### src/sv/ohm_pkg.sv
// Shared constants, types and hash functions of the ordered hash map.
`default_nettype none

package ohm_pkg;

  localparam int TABLE_ENTRIES = 1024;
  localparam int KEY_BITS      = 32;
  localparam int VALUE_BITS    = 32;
  localparam int SLOT_BITS     = $clog2(TABLE_ENTRIES);
  localparam int PROBE_BITS    = SLOT_BITS + 1;
  localparam int CNT_BITS      = SLOT_BITS + 1;
  localparam int SHIFT_BITS    = 5;
  localparam int CFG_IDX_BITS  = 1;
  // a new key is refused once the count reaches this
  localparam int FULL_LIMIT    = TABLE_ENTRIES - TABLE_ENTRIES / 4 - 1;

  localparam logic [CFG_IDX_BITS-1:0] REG_HOME_SHIFT = 1'd0;
  localparam logic [CFG_IDX_BITS-1:0] REG_STEP_SHIFT = 1'd1;

  localparam logic [SHIFT_BITS-1:0] HOME_SHIFT_RESET = 5'd4;
  localparam logic [SHIFT_BITS-1:0] STEP_SHIFT_RESET = 5'd8;

  typedef enum logic [2:0] {
    ST_CLEAR,
    ST_IDLE,
    ST_LOOK_RD,
    ST_LOOK_CK,
    ST_PUSH_NEXT,
    ST_PUSH_RD,
    ST_PUSH_CK,
    ST_RESULT
  } state_t;

  typedef struct packed {
    logic                  rd_en;
    logic [SLOT_BITS-1:0]  rd_addr;
    logic                  key_we;
    logic                  val_we;
    logic [SLOT_BITS-1:0]  wr_addr;
    logic [KEY_BITS-1:0]   wr_key;
    logic [VALUE_BITS-1:0] wr_val;
  } mem_req_t;

  function automatic logic [SLOT_BITS-1:0] home_slot(input logic [KEY_BITS-1:0] k,
                                                     input logic [SHIFT_BITS-1:0] sh);
    logic [KEY_BITS-1:0] s;
    s = k >> sh;
    return s[SLOT_BITS-1:0];
  endfunction

  function automatic logic [SLOT_BITS-1:0] probe_step(input logic [KEY_BITS-1:0] k,
                                                      input logic [SHIFT_BITS-1:0] sh);
    logic [KEY_BITS-1:0] s;
    s = (k >> sh) | KEY_BITS'(1);
    return s[SLOT_BITS-1:0];
  endfunction

endpackage

`default_nettype wire

### src/sv/ohm_ctrl.sv
// Probe and displacement sequencer with key store clearing and result register.
`default_nettype none

module ohm_ctrl (
  input  wire logic                                clk,
  input  wire logic                                rst,
  input  wire logic [ohm_pkg::SHIFT_BITS-1:0]      home_shift,
  input  wire logic [ohm_pkg::SHIFT_BITS-1:0]      step_shift,
  input  wire logic                                in_valid,
  output logic                                     in_stall,
  input  wire logic                                kind,
  input  wire logic [ohm_pkg::KEY_BITS-1:0]        key,
  input  wire logic [ohm_pkg::VALUE_BITS-1:0]      value,
  output logic                                     out_valid,
  input  wire logic                                out_stall,
  output logic                                     found,
  output logic      [ohm_pkg::VALUE_BITS-1:0]      old_value,
  output logic                                     status,
  output ohm_pkg::mem_req_t                        mem,
  input  wire logic [ohm_pkg::KEY_BITS-1:0]        rd_key,
  input  wire logic [ohm_pkg::VALUE_BITS-1:0]      rd_val
);

  import ohm_pkg::*;

  state_t                state, state_next;
  logic [CNT_BITS-1:0]   count, count_next;
  logic [SLOT_BITS-1:0]  clr_addr, clr_addr_next;
  logic                  out_valid_next;

  logic                  op_kind, op_kind_next;
  logic [KEY_BITS-1:0]   op_key, op_key_next;
  logic [VALUE_BITS-1:0] op_val, op_val_next;
  logic [SLOT_BITS-1:0]  idx, idx_next;
  logic [SLOT_BITS-1:0]  step, step_next;
  logic [PROBE_BITS-1:0] probes, probes_next;
  logic [PROBE_BITS-1:0] moves, moves_next;
  logic [KEY_BITS-1:0]   ck, ck_next;
  logic [VALUE_BITS-1:0] cv, cv_next;
  logic                  res_found, res_found_next;
  logic [VALUE_BITS-1:0] res_old, res_old_next;
  logic                  res_status, res_status_next;
  logic                  load_out;

  always_ff @(posedge clk) begin
    if (rst) begin
      state     <= ST_CLEAR;
      count     <= '0;
      clr_addr  <= '0;
      out_valid <= 1'b0;
      probes    <= '0;
      moves     <= '0;
    end else begin
      state     <= state_next;
      count     <= count_next;
      clr_addr  <= clr_addr_next;
      out_valid <= out_valid_next;
      probes    <= probes_next;
      moves     <= moves_next;
    end
  end

  always_ff @(posedge clk) begin
    op_kind    <= op_kind_next;
    op_key     <= op_key_next;
    op_val     <= op_val_next;
    idx        <= idx_next;
    step       <= step_next;
    ck         <= ck_next;
    cv         <= cv_next;
    res_found  <= res_found_next;
    res_old    <= res_old_next;
    res_status <= res_status_next;
    if (load_out) begin
      found     <= res_found;
      old_value <= res_old;
      status    <= res_status;
    end
  end

  always_comb begin
    state_next      = state;
    count_next      = count;
    clr_addr_next   = clr_addr;
    op_kind_next    = op_kind;
    op_key_next     = op_key;
    op_val_next     = op_val;
    idx_next        = idx;
    step_next       = step;
    probes_next     = probes;
    moves_next      = moves;
    ck_next         = ck;
    cv_next         = cv;
    res_found_next  = res_found;
    res_old_next    = res_old;
    res_status_next = res_status;
    in_stall        = 1'b1;
    load_out        = 1'b0;
    mem             = '0;
    mem.rd_addr     = idx;
    mem.wr_addr     = idx;

    case (state)
      ST_CLEAR: begin
        mem.key_we    = 1'b1;
        mem.wr_addr   = clr_addr;
        mem.wr_key    = '0;
        clr_addr_next = clr_addr + SLOT_BITS'(1);
        if (clr_addr == SLOT_BITS'(TABLE_ENTRIES - 1)) begin
          state_next = ST_IDLE;
        end
      end

      ST_IDLE: begin
        in_stall = 1'b0;
        if (in_valid) begin
          op_kind_next    = kind;
          op_key_next     = key;
          op_val_next     = value;
          idx_next        = home_slot(key, home_shift);
          step_next       = probe_step(key, step_shift);
          probes_next     = '0;
          res_found_next  = 1'b0;
          res_old_next    = '0;
          res_status_next = 1'b0;
          state_next      = (key == '0) ? ST_RESULT : ST_LOOK_RD;
        end
      end

      ST_LOOK_RD: begin
        if (probes == PROBE_BITS'(TABLE_ENTRIES)) begin
          res_status_next = op_kind;
          state_next      = ST_RESULT;
        end else begin
          mem.rd_en  = 1'b1;
          state_next = ST_LOOK_CK;
        end
      end

      ST_LOOK_CK: begin
        if (rd_key == op_key) begin
          res_found_next = 1'b1;
          res_old_next   = rd_val;
          mem.val_we     = op_kind;
          mem.wr_val     = op_val;
          state_next     = ST_RESULT;
        end else if (rd_key < op_key) begin
          if (!op_kind) begin
            state_next = ST_RESULT;
          end else if (count >= CNT_BITS'(FULL_LIMIT)) begin
            res_status_next = 1'b1;
            state_next      = ST_RESULT;
          end else begin
            count_next  = count + CNT_BITS'(1);
            ck_next     = rd_key;
            cv_next     = rd_val;
            mem.key_we  = 1'b1;
            mem.val_we  = 1'b1;
            mem.wr_key  = op_key;
            mem.wr_val  = op_val;
            moves_next  = '0;
            state_next  = ST_PUSH_NEXT;
          end
        end else begin
          idx_next    = idx + step;
          probes_next = probes + PROBE_BITS'(1);
          state_next  = ST_LOOK_RD;
        end
      end

      ST_PUSH_NEXT: begin
        if (ck == '0 || moves == PROBE_BITS'(TABLE_ENTRIES)) begin
          state_next = ST_RESULT;
        end else begin
          step_next   = probe_step(ck, step_shift);
          probes_next = '0;
          state_next  = ST_PUSH_RD;
        end
      end

      ST_PUSH_RD: begin
        if (probes == PROBE_BITS'(TABLE_ENTRIES)) begin
          // no slot found for the carried entry: it is dropped
          state_next = ST_RESULT;
        end else begin
          mem.rd_en  = 1'b1;
          state_next = ST_PUSH_CK;
        end
      end

      ST_PUSH_CK: begin
        if (rd_key <= ck) begin
          mem.key_we = 1'b1;
          mem.val_we = 1'b1;
          mem.wr_key = ck;
          mem.wr_val = cv;
          ck_next    = rd_key;
          cv_next    = rd_val;
          moves_next = moves + PROBE_BITS'(1);
          state_next = ST_PUSH_NEXT;
        end else begin
          idx_next    = idx + step;
          probes_next = probes + PROBE_BITS'(1);
          state_next  = ST_PUSH_RD;
        end
      end

      ST_RESULT: begin
        if (!out_valid || !out_stall) begin
          load_out   = 1'b1;
          state_next = ST_IDLE;
        end
      end

      default: begin
        state_next = ST_IDLE;
      end
    endcase

    if (load_out) begin
      out_valid_next = 1'b1;
    end else if (out_valid && !out_stall) begin
      out_valid_next = 1'b0;
    end else begin
      out_valid_next = out_valid;
    end
  end

  a_count_bound: assert property (@(posedge clk) disable iff (rst)
    count <= CNT_BITS'(FULL_LIMIT))
    else $error("entry count beyond load limit");

  a_count_step: assert property (@(posedge clk) disable iff (rst)
    !$stable(count) |-> count == $past(count) + CNT_BITS'(1) && $past(state) == ST_LOOK_CK)
    else $error("entry count changed outside an insert");

  a_no_zero_key: assert property (@(posedge clk) disable iff (rst)
    mem.key_we && state != ST_CLEAR |-> mem.wr_key != '0)
    else $error("empty key written outside clearing");

  a_probe_bound: assert property (@(posedge clk) disable iff (rst)
    probes <= PROBE_BITS'(TABLE_ENTRIES) && moves <= PROBE_BITS'(TABLE_ENTRIES))
    else $error("probe or move counter overrun");

endmodule

`default_nettype wire

### config.mk
export PLATFORM = sky130hd
export DESIGN_NAME = ohm_ctrl
export DESIGN_NICKNAME = d
export VERILOG_FILES = /design/src/sv/ohm_pkg.sv /design/src/sv/ohm_ctrl.sv
export SDC_FILE = /design/constraint.sdc
export NUM_CORES = 1
export LEC_CHECK = 0
export ABC_CLOCK_PERIOD_IN_PS = 6850
export BUFFER_PORTS_ARGS = -buffer_cell sky130_fd_sc_hd__buf_2
export CORE_MARGIN = 1
export CORE_UTILIZATION = 50
export CTS_BUF_LIST = sky130_fd_sc_hd__clkbuf_4 sky130_fd_sc_hd__clkbuf_8 sky130_fd_sc_hd__clkbuf_16
export DETAILED_ROUTE_END_ITERATION = 10
export HOLD_SLACK_MARGIN = 0.12
export MAX_ROUTING_LAYER = met4
export PLACE_DENSITY = 0.73
export SLEW_MARGIN = 25
export SYNTH_ARGS = -nofsm -noshare
export SYNTH_HDL_FRONTEND = slang
export SYNTH_SLANG_ARGS = --single-unit
### constraint.sdc
create_clock -name clk -period 6.85 [get_ports clk]
set_input_delay 0.3425 -clock clk [delete_from_list [all_inputs] [get_ports clk]]
set_output_delay 0.3425 -clock clk [all_outputs]
set_load 0.02 [all_outputs]
=== Word level (Yosys, flattened, before mapping) ===
Index checks and enable logic that the tools add are counted.

* Flip-flop bits (word level): 264
* Input port bits: 143
* Output and inout bits: 123

* Add/sub/neg operators: 5
* Magnitude comparators: 3
* Equality and inequality tests: 25
* Shifts and indexed selects: 3
* Multiplexer cells: 81
* Bitwise operators: 2
* Reductions and logical operators: 25

{| class="wikitable"
|+ Operators with widths
! operator !! count
|-
| 32-bit 2-to-1 mux || 14
|-
| 32-bit case mux with 2 select lines || 5
|-
| 64-bit 2-to-1 mux || 4
|-
| 11-bit 2-to-1 mux || 10
|-
| 32-bit by 5-bit >> shifter with 10-bit output || 3
|-
| 10-bit 2-to-1 mux || 7
|-
| 32-bit zero test || 2
|-
| 11-bit case mux with 4 select lines || 1
|-
| 11-bit by 1-bit adder with 11-bit output (second input constant) || 3
|-
| 32-bit equality test || 1
|-
| 32-bit <= comparator || 1
|-
| 32-bit less-than comparator || 1
|-
| 10-bit case mux with 3 select lines || 1
|-
| 2-bit != test (second input constant) || 14
|-
| 3-bit case mux with 8 select lines || 1
|-
| 11-bit equality test (second input constant) || 2
|-
| 11-bit case mux with 2 select lines || 1
|-
| 3-bit 2-to-1 mux || 7
|-
| 10-bit case mux with 2 select lines || 1
|-
| 1-bit 2-to-1 mux || 18
|-
| 2-bit 2-to-1 mux || 7
|-
| 3-bit equality test (second input constant) || 4
|-
| 6-bit AND reduction || 2
|-
| 11-bit by 10-bit greater-or-equal comparator with 1-bit output (second input constant) || 1
|-
| 20 further kinds || 33
|}

=== Longest topological paths before layout ===
Gate-level depths: netlist of run 1.

* Word-level depth: 6
* Mapped depth: 11
* Mapped depth without buffers: 9

=== Least setup slack after synthesis of run 1 ===
OpenSTA, ideal clock, no wires.

* Kind: register to output
* Start: reg ck[23]
* End: out mem[74] (netlist bit)
* Data arrival time: 3.745 ns
* Data required time: 6.508 ns
* Slack: 2.762 ns
* Cell stages (with the launch flop): 11
* Buffers on the path: 1
* Cell sequence: edfxtp_1 -> inv_1 -> ha_1 -> nand4_1 -> nor4_1 -> and2_1 -> o22ai_1 -> nor3_1 -> buf_2 -> or2_1 -> a21o_1

{| class="wikitable"
|+ RTL lines
! element !! line !! text
|-
| start, declared || ohm_ctrl.sv:38 || <nowiki>logic [KEY_BITS-1:0] ck, ck_next;</nowiki>
|-
| start signal, assigned || ohm_ctrl.sv:69 || <nowiki>ck <= ck_next;</nowiki>
|-
| end, declared || ohm_ctrl.sv:19 || <nowiki>output ohm_pkg::mem_req_t mem,</nowiki>
|}

==> impl_metrics.prom, run 1 <==
# TYPE chip_impl_metric gauge
chip_impl_info{name="run_status",value="finished, final reports clean"} 1
chip_impl_metric{name="grt_max_degree",unit=""} 74
chip_impl_metric{name="yosys.area.top_type_share",unit="%"} 43.0
chip_impl_metric{name="period_minus_slack",unit="ps"} 4520
chip_impl_metric{name="detailedPlace.worstSlack",unit="ps"} 2860
chip_impl_metric{name="timing.max_cap.violations",unit=""} 0
chip_impl_metric{name="max_freq",unit="MHz"} 221
chip_impl_metric{name="sw_frac_of_total",unit="%"} 26.2
chip_impl_metric{name="routed_wl",unit="mm"} 44.8
chip_impl_metric{name="clk_pin_slew",unit="ps"} 60
chip_impl_metric{name="syn_area",unit="sq um"} 15100
chip_impl_metric{name="antenna_violations_before_repair",unit=""} 1
chip_impl_metric{name="timing.clock.skew",unit="ps"} 16.6
chip_impl_metric{name="die_w",unit="microns"} 176
chip_impl_info{name="cts-root-buf",value="clkbuf_16"} 1
chip_impl_metric{name="arrival",unit="ps"} 4180
chip_impl_metric{name="setup_viol",unit=""} 0
chip_impl_metric{name="worst_slack",unit="ps"} 2330
chip_impl_info{name="cts_tree",value="built"} 1
chip_impl_metric{name="core_area",unit="sq um"} 29600
chip_impl_metric{name="p_sw",unit="W"} 0.00102
chip_impl_metric{name="seqPwrFrac",unit="%"} 47.3
chip_impl_info{name="layout.cells.most_common_list",value="buf_2, edfxtp_1, mux2i_1"} 1
chip_impl_metric{name="place_hpwl",unit="mm"} 31.2
chip_impl_metric{name="layout-drive-gt1-share",unit="%"} 23.9
chip_impl_metric{name="slew_viol_final",unit=""} 0
chip_impl_metric{name="final.period_utilization",unit="%"} 66.0
chip_impl_metric{name="floorplan.initialDensity",unit="%"} 50.9
chip_impl_info{name="end_kind",value="output port"} 1
chip_impl_metric{name="multiInputGateArea",unit="sq um"} 7060
chip_impl_info{name="yosys.area.top_type",value="edfxtp_1"} 1
chip_impl_metric{name="iteration_0_drc_count_of_the_detailed_router",unit=""} 970
chip_impl_metric{name="final_layout_worst_hold_slack",unit="ps"} 142
chip_impl_metric{name="numPortBuffers",unit=""} 265
chip_impl_metric{name="worst-endpoint-required",unit="ps"} 6510
chip_impl_metric{name="synth_seq_cells",unit=""} 263
chip_impl_metric{name="postRouteAntennaNets",unit=""} 0
chip_impl_metric{name="total_number_of_vias",unit=""} 12300
chip_impl_metric{name="finalSetupTns",unit="ps"} 0
chip_impl_metric{name="ios",unit=""} 266
chip_impl_metric{name="die_height",unit="microns"} 176
chip_impl_metric{name="ys_warn_count",unit=""} 0
chip_impl_info{name="final_common_cell",value="buf_2"} 1
chip_impl_metric{name="grt_remaining_overflow",unit=""} 0
chip_impl_metric{name="vdd_drop_max",unit="V"} 0.000178
chip_impl_metric{name="max-slew-margin-rel",unit="%"} 28.9
chip_impl_metric{name="grt_first_pass_wirelength",unit="mm"} 69.2
chip_impl_metric{name="syn-mean-instance-area",unit="sq um"} 11.6
chip_impl_metric{name="first_global_vias",unit=""} 12400
chip_impl_metric{name="number_of_distinct_standard_cells_referenced_by_the_synthesized_netlist",unit=""} 83
chip_impl_metric{name="synthArstFlopShare",unit="%"} 0
chip_impl_metric{name="cts_max_level",unit=""} 1
chip_impl_info{name="worstSetupStartpointType",value="flop"} 1
chip_impl_metric{name="share_comb_of_total_power",unit="%"} 15.6
chip_impl_metric{name="regArea",unit="sq um"} 7430
chip_impl_metric{name="tritoncts_sinks",unit=""} 263
chip_impl_info{name="synth_top_flop_cell",value="edfxtp_1"} 1
chip_impl_metric{name="post_cts_resize_count",unit=""} 0
chip_impl_metric{name="timing_worst_slew_pin_value",unit="ps"} 1060
chip_impl_metric{name="clock_latency_on_the_worst_skew_pair",unit="ps"} 550
chip_impl_metric{name="cts-buffers-inserted",unit=""} 27
chip_impl_metric{name="power.leakage",unit="nW"} 7.61
chip_impl_metric{name="fp-row-count",unit=""} 63
chip_impl_metric{name="cp_max_fo",unit=""} 73
chip_impl_metric{name="die_area",unit="sq um"} 30900
chip_impl_metric{name="syn_to_final_growth",unit="%"} 24.6
chip_impl_metric{name="routed_wire_length_per_instance",unit="microns"} 21.7
chip_impl_info{name="hp-class",value="input pin to flop"} 1
chip_impl_metric{name="gp_congestion",unit=""} 0.930
chip_impl_metric{name="power.total",unit="W"} 0.00389
chip_impl_metric{name="avgViaCountPerCell",unit=""} 5.97
chip_impl_metric{name="grt_util_all_layers",unit="%"} 29.7
chip_impl_metric{name="synth_edf_count",unit=""} 216
chip_impl_metric{name="firstDrtPassIters",unit=""} 5
chip_impl_info{name="grt_setup_unrepaired",value="false"} 1
chip_impl_metric{name="final_hold_vios",unit=""} 0
chip_impl_metric{name="detail_route.drc_violations",unit=""} 0
chip_impl_metric{name="filler_cell_count",unit=""} 2275
chip_impl_metric{name="power.share.clock",unit="%"} 37.1
chip_impl_info{name="cells_taking_the_most_area_after_synthesis",value="edfxtp_1, mux2i_1, ha_1"} 1
chip_impl_metric{name="syn_nets",unit=""} 1520
chip_impl_metric{name="areal_power_density_over_the_cells",unit="nW/um^2"} 207
chip_impl_metric{name="cell_internal_pwr",unit="W"} 0.00287
chip_impl_metric{name="layout.nets",unit=""} 1874
chip_impl_metric{name="post_synth_inst_count",unit=""} 1298
chip_impl_metric{name="synth-seq-area-share",unit="%"} 49.2
chip_impl_metric{name="cts.path.max_buffers",unit=""} 3
chip_impl_info{name="worstSetupPathType",value="flop to output port"} 1
-- power groups by stage --
| stage | logic [W] | clock network (W) | registers [W] |
|---|---|---|---|
| 3_5_place_dp | 0.000542 | 0 | 0.00187 |
| 6_report | 0.000608 | 0.00144 | 0.00184 |
| 4_1_cts | 0.000598 | 0.00145 | 0.00184 |
| 3_3_place_gp | 0.000531 | 0 | 0.00187 |
| 5_1_grt | 0.000663 | 0.00152 | 0.00184 |
| 2_1_floorplan | 0.000359 | 0 | 0.00186 |
-- stage by stage --
stage	instances	cell area, sq um	utilization, %
after floorplan	1298	15100	-
after global routing	2064	18800	63.5
final	2064	18800	63.5
after detailed placement	1896	16700	56.4
after CTS	2061	18800	63.3
after global placement	1894	16700	56.2
-- registers in the layout, summed over array words and instances, names as in the netlist, 10 cells and up --
name       cells
cv            32
idx           10
clr_addr      10
old_value     32
probes        11
op_key        32
moves         11
res_old       32
ck            32
count         11
op_val        32
-- path summary, 6_finish.rpt --
kind / start / to / slack (ps) / cells past startpoint
worst min register to register: res_old[23] / old_value[23] / 410 / 0
worst max-delay path: ck[11] / mem[22] / 2330 / 10
worst max register to register: op_key[15] / res_old[9] / 3030 / 7
worst min-delay path: key[7] / op_key[7] / 140 / 1
-- layout make-up --
type | count | share of cell area [%]
Sequential cell | 263 | 39.5
Clock buffer | 33 | 3.90
Antenna cell | 1 | 0.0133
Multi-Input combinational cell | 882 | 37.5
Clock inverter | 17 | 0.732
Inverter | 88 | 1.76
Tap cell | 390 | 2.59
Timing Repair Buffer | 390 | 14.0
-- per-layer routing --
layer	GRT usage [%]	wire length, microns
met4	11.9	1730
met3	4.29	3050
met2	50.4	22100
met5	-	0
met1	35.6	18000
-- critical path: stages, from the launching register on --
cell	delay, ps
edfxtp_1	440
inv_1	70
ha_1	320
nand4_1	170
nor4_1	600
and2_1	300
o22ai_1	220
nor3_2	240
buf_4	750
a22o_1	300
buf_2	190
-- kinds of logic (layout without fill, tap and decap cells) --
logic type / after synthesis / in the layout / synth area share, %
AOI/OAI and AO/OA: 264 / 264 / 12.5
DFF: 263 / 263 / 49.2
xor gates and xnor gates: 21 / 21 / 1.22
buffers and inverters: 153 / 528 / 4.30
muxes: 177 / 177 / 13.7
other: 0 / 1 / 0
adders and majority gates: 79 / 79 / 6.60
and+or+nand+nor: 341 / 341 / 12.5
-- Yosys cell counts (6+ instances only) --
| master | n |
|---|---|
| o21ai_0 | 37 |
| buf_1 | 6 |
| a21oi_1 | 62 |
| buf_2 | 18 |
| nand3_1 | 22 |
| o31ai_1 | 6 |
| xor2_1 | 9 |
| nor2_1 | 60 |
| ha_1 | 78 |
| nand2b_1 | 7 |
| inv_1 | 84 |
| a211oi_1 | 17 |
| or2_2 | 6 |
| a22o_1 | 66 |
| nand4_1 | 27 |
| a21o_1 | 8 |
| o21a_1 | 6 |
| and3_1 | 11 |
| nor3_1 | 12 |
| dfxtp_1 | 47 |
| clkbuf_1 | 32 |
| nand2_1 | 64 |
| nor2b_1 | 13 |
| xnor2_1 | 12 |
| mux2_2 | 24 |
| or3_1 | 17 |
| nor4b_1 | 7 |
| nor4_1 | 30 |
| mux4_2 | 21 |
| mux2i_1 | 131 |
| o211ai_1 | 10 |
| o22ai_1 | 7 |
| edfxtp_1 | 216 |
| and2_1 | 39 |
-- what timing repair did --
item | 4_1_cts | 5_1_grt
hold endpoints to repair | 144 | 0
buffers inserted | 0 | 0
hold buffers | 115 | 0
endpoints found under the setup margin | 0 | 0
No activity file was read; power rests on OpenSTA's default activity.
==> run 2, diff against run 1 <==
--- a/config.mk
+++ b/config.mk
@@ -5,7 +5,7 @@
 export SDC_FILE = /design/constraint.sdc
 export NUM_CORES = 1
 export LEC_CHECK = 0
-export ABC_CLOCK_PERIOD_IN_PS = 6850
+export ABC_CLOCK_PERIOD_IN_PS = 4500
 export BUFFER_PORTS_ARGS = -buffer_cell sky130_fd_sc_hd__buf_2
 export CORE_MARGIN = 1
 export CORE_UTILIZATION = 50
==> constraint.sdc (replaced) <==
create_clock -name clk -period 4.5 [get_ports clk]
set_input_delay 0.225 -clock clk [delete_from_list [all_inputs] [get_ports clk]]
set_output_delay 0.225 -clock clk [all_outputs]
set_load 0.02 [all_outputs]
==> impl_metrics.prom, run 2 (synthesized netlist as in run 1, its figures left out) <==
# TYPE chip_impl_metric gauge
chip_impl_info{name="run_status",value="finished, final reports clean"} 1
chip_impl_metric{name="iteration_0_drc_count_of_the_detailed_router",unit=""} 1034
chip_impl_metric{name="detail_route.drc_violations",unit=""} 0
chip_impl_metric{name="diodes",unit=""} 0
chip_impl_metric{name="grt_remaining_overflow",unit=""} 0
chip_impl_metric{name="max_freq",unit="MHz"} 237
chip_impl_metric{name="filler_cell_count",unit=""} 2244
chip_impl_metric{name="cts.path.max_buffers",unit=""} 3
chip_impl_metric{name="total_number_of_vias",unit=""} 12600
chip_impl_metric{name="detailedPlace.worstSlack",unit="ps"} 867
chip_impl_info{name="end_kind",value="output port"} 1
chip_impl_metric{name="core_area",unit="sq um"} 29600
chip_impl_metric{name="floorplan.initialDensity",unit="%"} 50.9
chip_impl_metric{name="final_hold_vios",unit=""} 0
chip_impl_metric{name="fp-row-count",unit=""} 63
chip_impl_info{name="cts-root-buf",value="clkbuf_16"} 1
chip_impl_metric{name="utilization",unit="%"} 64.4
chip_impl_info{name="cts_tree",value="built"} 1
chip_impl_metric{name="gp_congestion",unit=""} 1.01
chip_impl_metric{name="areal_power_density_over_the_cells",unit="nW/um^2"} 324
chip_impl_metric{name="timing.clock.skew",unit="ps"} 46.0
chip_impl_metric{name="numPortBuffers",unit=""} 265
chip_impl_metric{name="crit_path_depth",unit=""} 10
chip_impl_metric{name="syn_to_final_growth",unit="%"} 26.5
chip_impl_metric{name="clk_pin_slew",unit="ps"} 60
chip_impl_metric{name="max-slew-margin-rel",unit="%"} 29.8
chip_impl_metric{name="buffers_inverters_on_critical_path",unit=""} 3
chip_impl_metric{name="place_hpwl",unit="mm"} 31.8
chip_impl_metric{name="cpPeakStageDelay",unit="ps"} 700
chip_impl_metric{name="routed_wl",unit="mm"} 45.4
chip_impl_metric{name="slew_viol_final",unit=""} 0
chip_impl_metric{name="antenna_violations_before_repair",unit=""} 0
chip_impl_metric{name="timing_worst_slew_pin_value",unit="ps"} 1040
chip_impl_metric{name="die_height",unit="microns"} 176
chip_impl_metric{name="worst_slack",unit="ps"} 284
chip_impl_metric{name="r2r.worst_path.cells",unit=""} 7
chip_impl_metric{name="placed_cells_incl_taps",unit=""} 1901
chip_impl_metric{name="sw_frac_of_total",unit="%"} 26.1
chip_impl_metric{name="timing.max_cap.violations",unit=""} 0
chip_impl_metric{name="grt_first_pass_wirelength",unit="mm"} 69.0
chip_impl_metric{name="ios",unit=""} 266
chip_impl_metric{name="worst-endpoint-required",unit="ps"} 4280
chip_impl_metric{name="cts_max_level",unit=""} 1
chip_impl_metric{name="cp_max_fo",unit=""} 73
chip_impl_metric{name="post_cts_resize_count",unit=""} 0
chip_impl_metric{name="period_minus_slack",unit="ps"} 4220
chip_impl_info{name="hp-class",value="input pin to flop"} 1
chip_impl_metric{name="clock_latency_on_the_worst_skew_pair",unit="ps"} 590
chip_impl_metric{name="first_global_vias",unit=""} 12400
chip_impl_metric{name="seqPwrFrac",unit="%"} 45.2
chip_impl_metric{name="grt_max_degree",unit=""} 74
chip_impl_metric{name="grt_util_all_layers",unit="%"} 29.8
chip_impl_metric{name="avgViaCountPerCell",unit=""} 6.03
chip_impl_info{name="rr_startpoint",value="op_key[26]"} 1
chip_impl_metric{name="die_w",unit="microns"} 176
chip_impl_metric{name="finalSetupTns",unit="ps"} 0
chip_impl_metric{name="reg2reg_slack",unit="ps"} 850
chip_impl_metric{name="postCtsHoldBufs",unit=""} 132
chip_impl_metric{name="die_area",unit="sq um"} 30900
chip_impl_metric{name="layout.nets",unit=""} 1897
chip_impl_metric{name="postRouteAntennaNets",unit=""} 0
chip_impl_info{name="final_common_cell",value="buf_2"} 1
chip_impl_info{name="cp_cell_sequence",value="inv_1, ha_1, nand4_1, nor4_1, and2_1, o22ai_1, nor3_2, buf_12, a22o_1, buf_2"} 1
chip_impl_info{name="worstSetupPathType",value="flop to output port"} 1
chip_impl_metric{name="routed_wire_length_per_instance",unit="microns"} 21.7
chip_impl_metric{name="layout-drive-gt1-share",unit="%"} 23.8
chip_impl_metric{name="cell_internal_pwr",unit="W"} 0.00457
chip_impl_info{name="crit_path_capture",value="mem[33]"} 1
chip_impl_metric{name="power.share.clock",unit="%"} 39.5
chip_impl_info{name="critical-path-top-delay-family",value="simple AND/OR/NAND/NOR gates"} 1
chip_impl_metric{name="tritoncts_sinks",unit=""} 263
chip_impl_info{name="r2r-end",value="res_old[25]"} 1
chip_impl_metric{name="postLayoutCellArea",unit="sq um"} 19100
chip_impl_metric{name="cts-buffers-inserted",unit=""} 30
chip_impl_metric{name="firstDrtPassIters",unit=""} 7
chip_impl_metric{name="vdd_drop_max",unit="V"} 0.000303
chip_impl_info{name="worstSetupStartpointType",value="flop"} 1
chip_impl_info{name="worstSetupStartpoint",value="ck[8]"} 1
chip_impl_metric{name="stdcell_count",unit=""} 2088
chip_impl_info{name="grt_setup_unrepaired",value="false"} 1
chip_impl_metric{name="share_comb_of_total_power",unit="%"} 15.3
chip_impl_metric{name="setup_viol",unit=""} 0
chip_impl_info{name="layout.cells.most_common_list",value="buf_2, edfxtp_1, dlygate4sd3_1"} 1
chip_impl_metric{name="power.leakage",unit="nW"} 7.73
chip_impl_metric{name="arrival",unit="ps"} 3990
chip_impl_metric{name="placement_stage_cell_area",unit="sq um"} 16800
chip_impl_metric{name="final.period_utilization",unit="%"} 93.7
chip_impl_metric{name="postCtsSetupBuffers",unit=""} 0
chip_impl_metric{name="p_sw",unit="W"} 0.00161
chip_impl_info{name="critPathSlowestCell",value="nor4_1"} 1
run 2: stage by stage:
stage                     total power (W)  hold slack (ps)
final                             0.00618              201
after CTS                         0.00619              170
after floorplan                   0.00337              324
after global routing              0.00638              216
after detailed placement          0.00368              404
after global placement            0.00366              401
run 2: metal layers:
metal / global-route usage, % / share of wire (%) / wire, microns
met3: 4.31 / 7.9 / 3580
met5: - / 0 / 0
met4: 11.0 / 3.8 / 1720
met1: 34.9 / 39 / 17700
met2: 51.8 / 49 / 22400
run 2: how the worst min path moves through the flow:
stage / from / endpoint / cells after the start
after detailed placement: value[14] / op_val[14] / 1
after global routing: in_valid / state[1] / 4
after global placement: res_old[14] / old_value[14] / 0
final: rst / count[2] / 2
after floorplan: rd_key[0] / ck[0] / 0
after CTS: rst / count[9] / 2
run 2: power by group through the flow:
stage | logic, W | registers, W | clock network, W
floorplan | 0.000546 | 0.00283 | 0
global placement | 0.000814 | 0.00284 | 0
detailed placement | 0.000833 | 0.00285 | 0
CTS | 0.000927 | 0.00280 | 0.00247
global route | 0.00102 | 0.00280 | 0.00255
finish | 0.000943 | 0.00280 | 0.00244
run 2: worst register-to-register path, cell delays in order (launching register included):
cell and delay, ps:
edfxtp_1 400, inv_1 70, ha_1 300, nand4_1 220, or4_1 580, or3_1 570, nor2_4 390, or2_2 710
run 2: area by class of cell:
class | count | area [sq um] | share of cell area (%)
multi-input combinational | 882 | 7050 | 36.9
sequential | 263 | 7430 | 38.9
inverter | 88 | 330 | 1.73
tap | 390 | 488 | 2.56
timing repair buffer | 410 | 2790 | 14.6
clock inverter | 21 | 218 | 1.14
clock buffer | 34 | 781 | 4.09
==> run 3, diff against run 2 <==
--- a/config.mk
+++ b/config.mk
@@ -14,6 +14,7 @@
 export HOLD_SLACK_MARGIN = 0.12
 export MAX_ROUTING_LAYER = met4
 export PLACE_DENSITY = 0.73
+export RECOVER_POWER = 50
 export SLEW_MARGIN = 25
 export SYNTH_ARGS = -nofsm -noshare
 export SYNTH_HDL_FRONTEND = slang
==> impl_metrics.prom, run 3 (synthesized netlist as in run 1, its figures left out) <==
# TYPE chip_impl_metric gauge
chip_impl_metric{name="layout.nets",unit=""} 1897
chip_impl_metric{name="max_freq",unit="MHz"} 237
chip_impl_metric{name="total_number_of_vias",unit=""} 12600
chip_impl_info{name="grt_setup_unrepaired",value="false"} 1
chip_impl_metric{name="areal_power_density_over_the_cells",unit="nW/um^2"} 326
chip_impl_info{name="highest_metal_used",value="met4"} 1
chip_impl_metric{name="postRouteAntennaNets",unit=""} 0
chip_impl_metric{name="worst-endpoint-required",unit="ps"} 4280
chip_impl_metric{name="timing_worst_slew_pin_value",unit="ps"} 2140
chip_impl_info{name="critical-path-top-delay-family",value="simple AND/OR/NAND/NOR gates"} 1
chip_impl_metric{name="timing.max_cap.violations",unit=""} 2
chip_impl_metric{name="grt_remaining_overflow",unit=""} 0
chip_impl_metric{name="grt_first_pass_wirelength",unit="mm"} 69.0
chip_impl_metric{name="placement_stage_cell_area",unit="sq um"} 16800
chip_impl_info{name="worstSetupPathType",value="flop to output port"} 1
chip_impl_metric{name="antenna_violations_before_repair",unit=""} 0
chip_impl_metric{name="place_hpwl",unit="mm"} 31.8
chip_impl_metric{name="cpPeakStageDelay",unit="ps"} 710
chip_impl_metric{name="grt_max_degree",unit=""} 74
chip_impl_metric{name="worst_slack",unit="ps"} 273
chip_impl_info{name="worstSetupStartpointType",value="flop"} 1
chip_impl_metric{name="power.leakage",unit="nW"} 7.31
chip_impl_metric{name="first_global_vias",unit=""} 12400
chip_impl_metric{name="iteration_0_drc_count_of_the_detailed_router",unit=""} 1038
chip_impl_metric{name="final.period_utilization",unit="%"} 93.9
chip_impl_info{name="cts_tree",value="built"} 1
chip_impl_metric{name="postLayoutCellArea",unit="sq um"} 18900
chip_impl_metric{name="die_w",unit="microns"} 176
chip_impl_metric{name="max-slew-margin-rel",unit="%"} -42.8
chip_impl_metric{name="clock_latency_on_the_worst_skew_pair",unit="ps"} 590
chip_impl_metric{name="tritoncts_sinks",unit=""} 263
chip_impl_metric{name="wl_met3",unit="mm"} 3.58
chip_impl_metric{name="cts-buffers-inserted",unit=""} 30
chip_impl_metric{name="gp_congestion",unit=""} 1.01
chip_impl_info{name="final_common_cell",value="edfxtp_1"} 1
chip_impl_metric{name="finalSetupTns",unit="ps"} 0
chip_impl_metric{name="diodes",unit=""} 0
chip_impl_metric{name="routed_wl",unit="mm"} 45.4
chip_impl_metric{name="post_cts_resize_count",unit=""} 0
chip_impl_metric{name="routed_wire_length_per_instance",unit="microns"} 21.8
chip_impl_metric{name="postCtsSetupBuffers",unit=""} 0
chip_impl_metric{name="placed_cells_incl_taps",unit=""} 1901
chip_impl_info{name="critPathSlowestCell",value="nor4_1"} 1
chip_impl_info{name="end_kind",value="output port"} 1
chip_impl_metric{name="grt_util_all_layers",unit="%"} 29.8
chip_impl_metric{name="buffers_inverters_on_critical_path",unit=""} 3
chip_impl_metric{name="route.layer.met1.wl",unit="mm"} 17.6
chip_impl_metric{name="slew_viol_final",unit=""} 58
chip_impl_info{name="layout.cells.most_common_list",value="edfxtp_1, clkbuf_1, dlygate4sd3_1"} 1
chip_impl_metric{name="arrival",unit="ps"} 4000
chip_impl_metric{name="numPortBuffers",unit=""} 265
chip_impl_metric{name="fp-row-count",unit=""} 63
chip_impl_metric{name="floorplan.initialDensity",unit="%"} 50.9
chip_impl_metric{name="detailedPlace.worstSlack",unit="ps"} 867
chip_impl_metric{name="cp_max_fo",unit=""} 73
chip_impl_info{name="cts-root-buf",value="clkbuf_16"} 1
chip_impl_metric{name="period_minus_slack",unit="ps"} 4230
chip_impl_info{name="cp_cell_sequence",value="inv_1, ha_1, nand4_1, nor4_1, and2_1, o22ai_1, nor3_2, buf_12, a22o_1, buf_2"} 1
chip_impl_metric{name="final_hold_vios",unit=""} 0
chip_impl_info{name="hp-class",value="input pin to flop"} 1
chip_impl_metric{name="syn_to_final_growth",unit="%"} 25.1
chip_impl_metric{name="avgViaCountPerCell",unit=""} 6.02
chip_impl_metric{name="setup_viol",unit=""} 0
chip_impl_metric{name="detail_route.drc_violations",unit=""} 0
chip_impl_metric{name="die_area",unit="sq um"} 30900
chip_impl_info{name="violations_in_the_final_reports",value="max-capacitance violations, max-slew violations"} 1
chip_impl_metric{name="clk_pin_slew",unit="ps"} 60
chip_impl_metric{name="stdcell_count",unit=""} 2088
chip_impl_info{name="run_status",value="finished with violations"} 1
chip_impl_metric{name="timing.clock.skew",unit="ps"} 40.8
chip_impl_metric{name="layout-drive-gt1-share",unit="%"} 15.2
chip_impl_metric{name="core_area",unit="sq um"} 29600
chip_impl_metric{name="cts.path.max_buffers",unit=""} 3
chip_impl_metric{name="vdd_drop_max",unit="V"} 0.000300
chip_impl_metric{name="met2_wirelength",unit="mm"} 22.5
chip_impl_metric{name="cts_max_level",unit=""} 1
chip_impl_metric{name="die_height",unit="microns"} 176
chip_impl_metric{name="ios",unit=""} 266
chip_impl_metric{name="firstDrtPassIters",unit=""} 5
==> run 3: cell types whose count changed in the layout (fill, tap and decap cells not counted), sizes merged <==
| cell | change |
|---|---|
| buf | -142 |
| clkbuf | +142 |
==> run 3: what timing repair did <==
action                                 4_1_cts  5_1_grt
setup endpoints to repair                    0        0
hold buffers                               132        0
endpoints found under the hold margin      164        0
==> run 3: area by class of cell <==
class                           count  area (sq um)
Fill cell                        2337         10800
Sequential cell                   263          7430
Multi-Input combinational cell    882          7030
Timing Repair Buffer              410          2610
Clock buffer                       34           781
Tap cell                          390           488
Inverter                           88           330
Clock inverter                     21           218
==> run 3: worst reg2reg max path, cell delays in order (launching register included) <==
cell     delay [ps]
dfxtp_1         660
and3_1         1710
buf_4           650
nor2_1          120
nor4_2          260
buf_4           260
==> run 3: routing by layer <==
metal | up-vias | track usage, %
li1 | 5732 | -
met1 | 6071 | 34.9
met2 | 640 | 51.8
met3 | 121 | 4.31
met4 | 0 | 11.0
met5 | - | -
==> run 3: worst paths after layout <==
path / start / endpoint / slack (ps) / depth (start not counted)
hold / removal: rst / count[2] / 210 / 2
setup / recovery: ck[8] / mem[33] / 270 / 10
setup reg to reg: state[0] / idx[8] / 540 / 5
hold reg to reg: res_old[6] / old_value[6] / 410 / 0
==> run 3: power by group <==
group	internal, W	switching [W]	leakage, nW	total (W)
combinational	0.000391	0.000535	4.52	0.000926
clock	0.00142	0.00101	0.478	0.00244
sequential	0.00274	0.0000583	2.31	0.00280
==> run 3: metrics by stage <==
stage | util [%] | hold WS (ps) | power [W]
6_report | 63.7 | 206 | 0.00616
5_1_grt | 63.7 | 213 | 0.00636
4_1_cts | 64.4 | 170 | 0.00619
3_5_place_dp | 56.6 | 404 | 0.00368
3_3_place_gp | 56.5 | 401 | 0.00366
2_1_floorplan | - | 324 | 0.00337
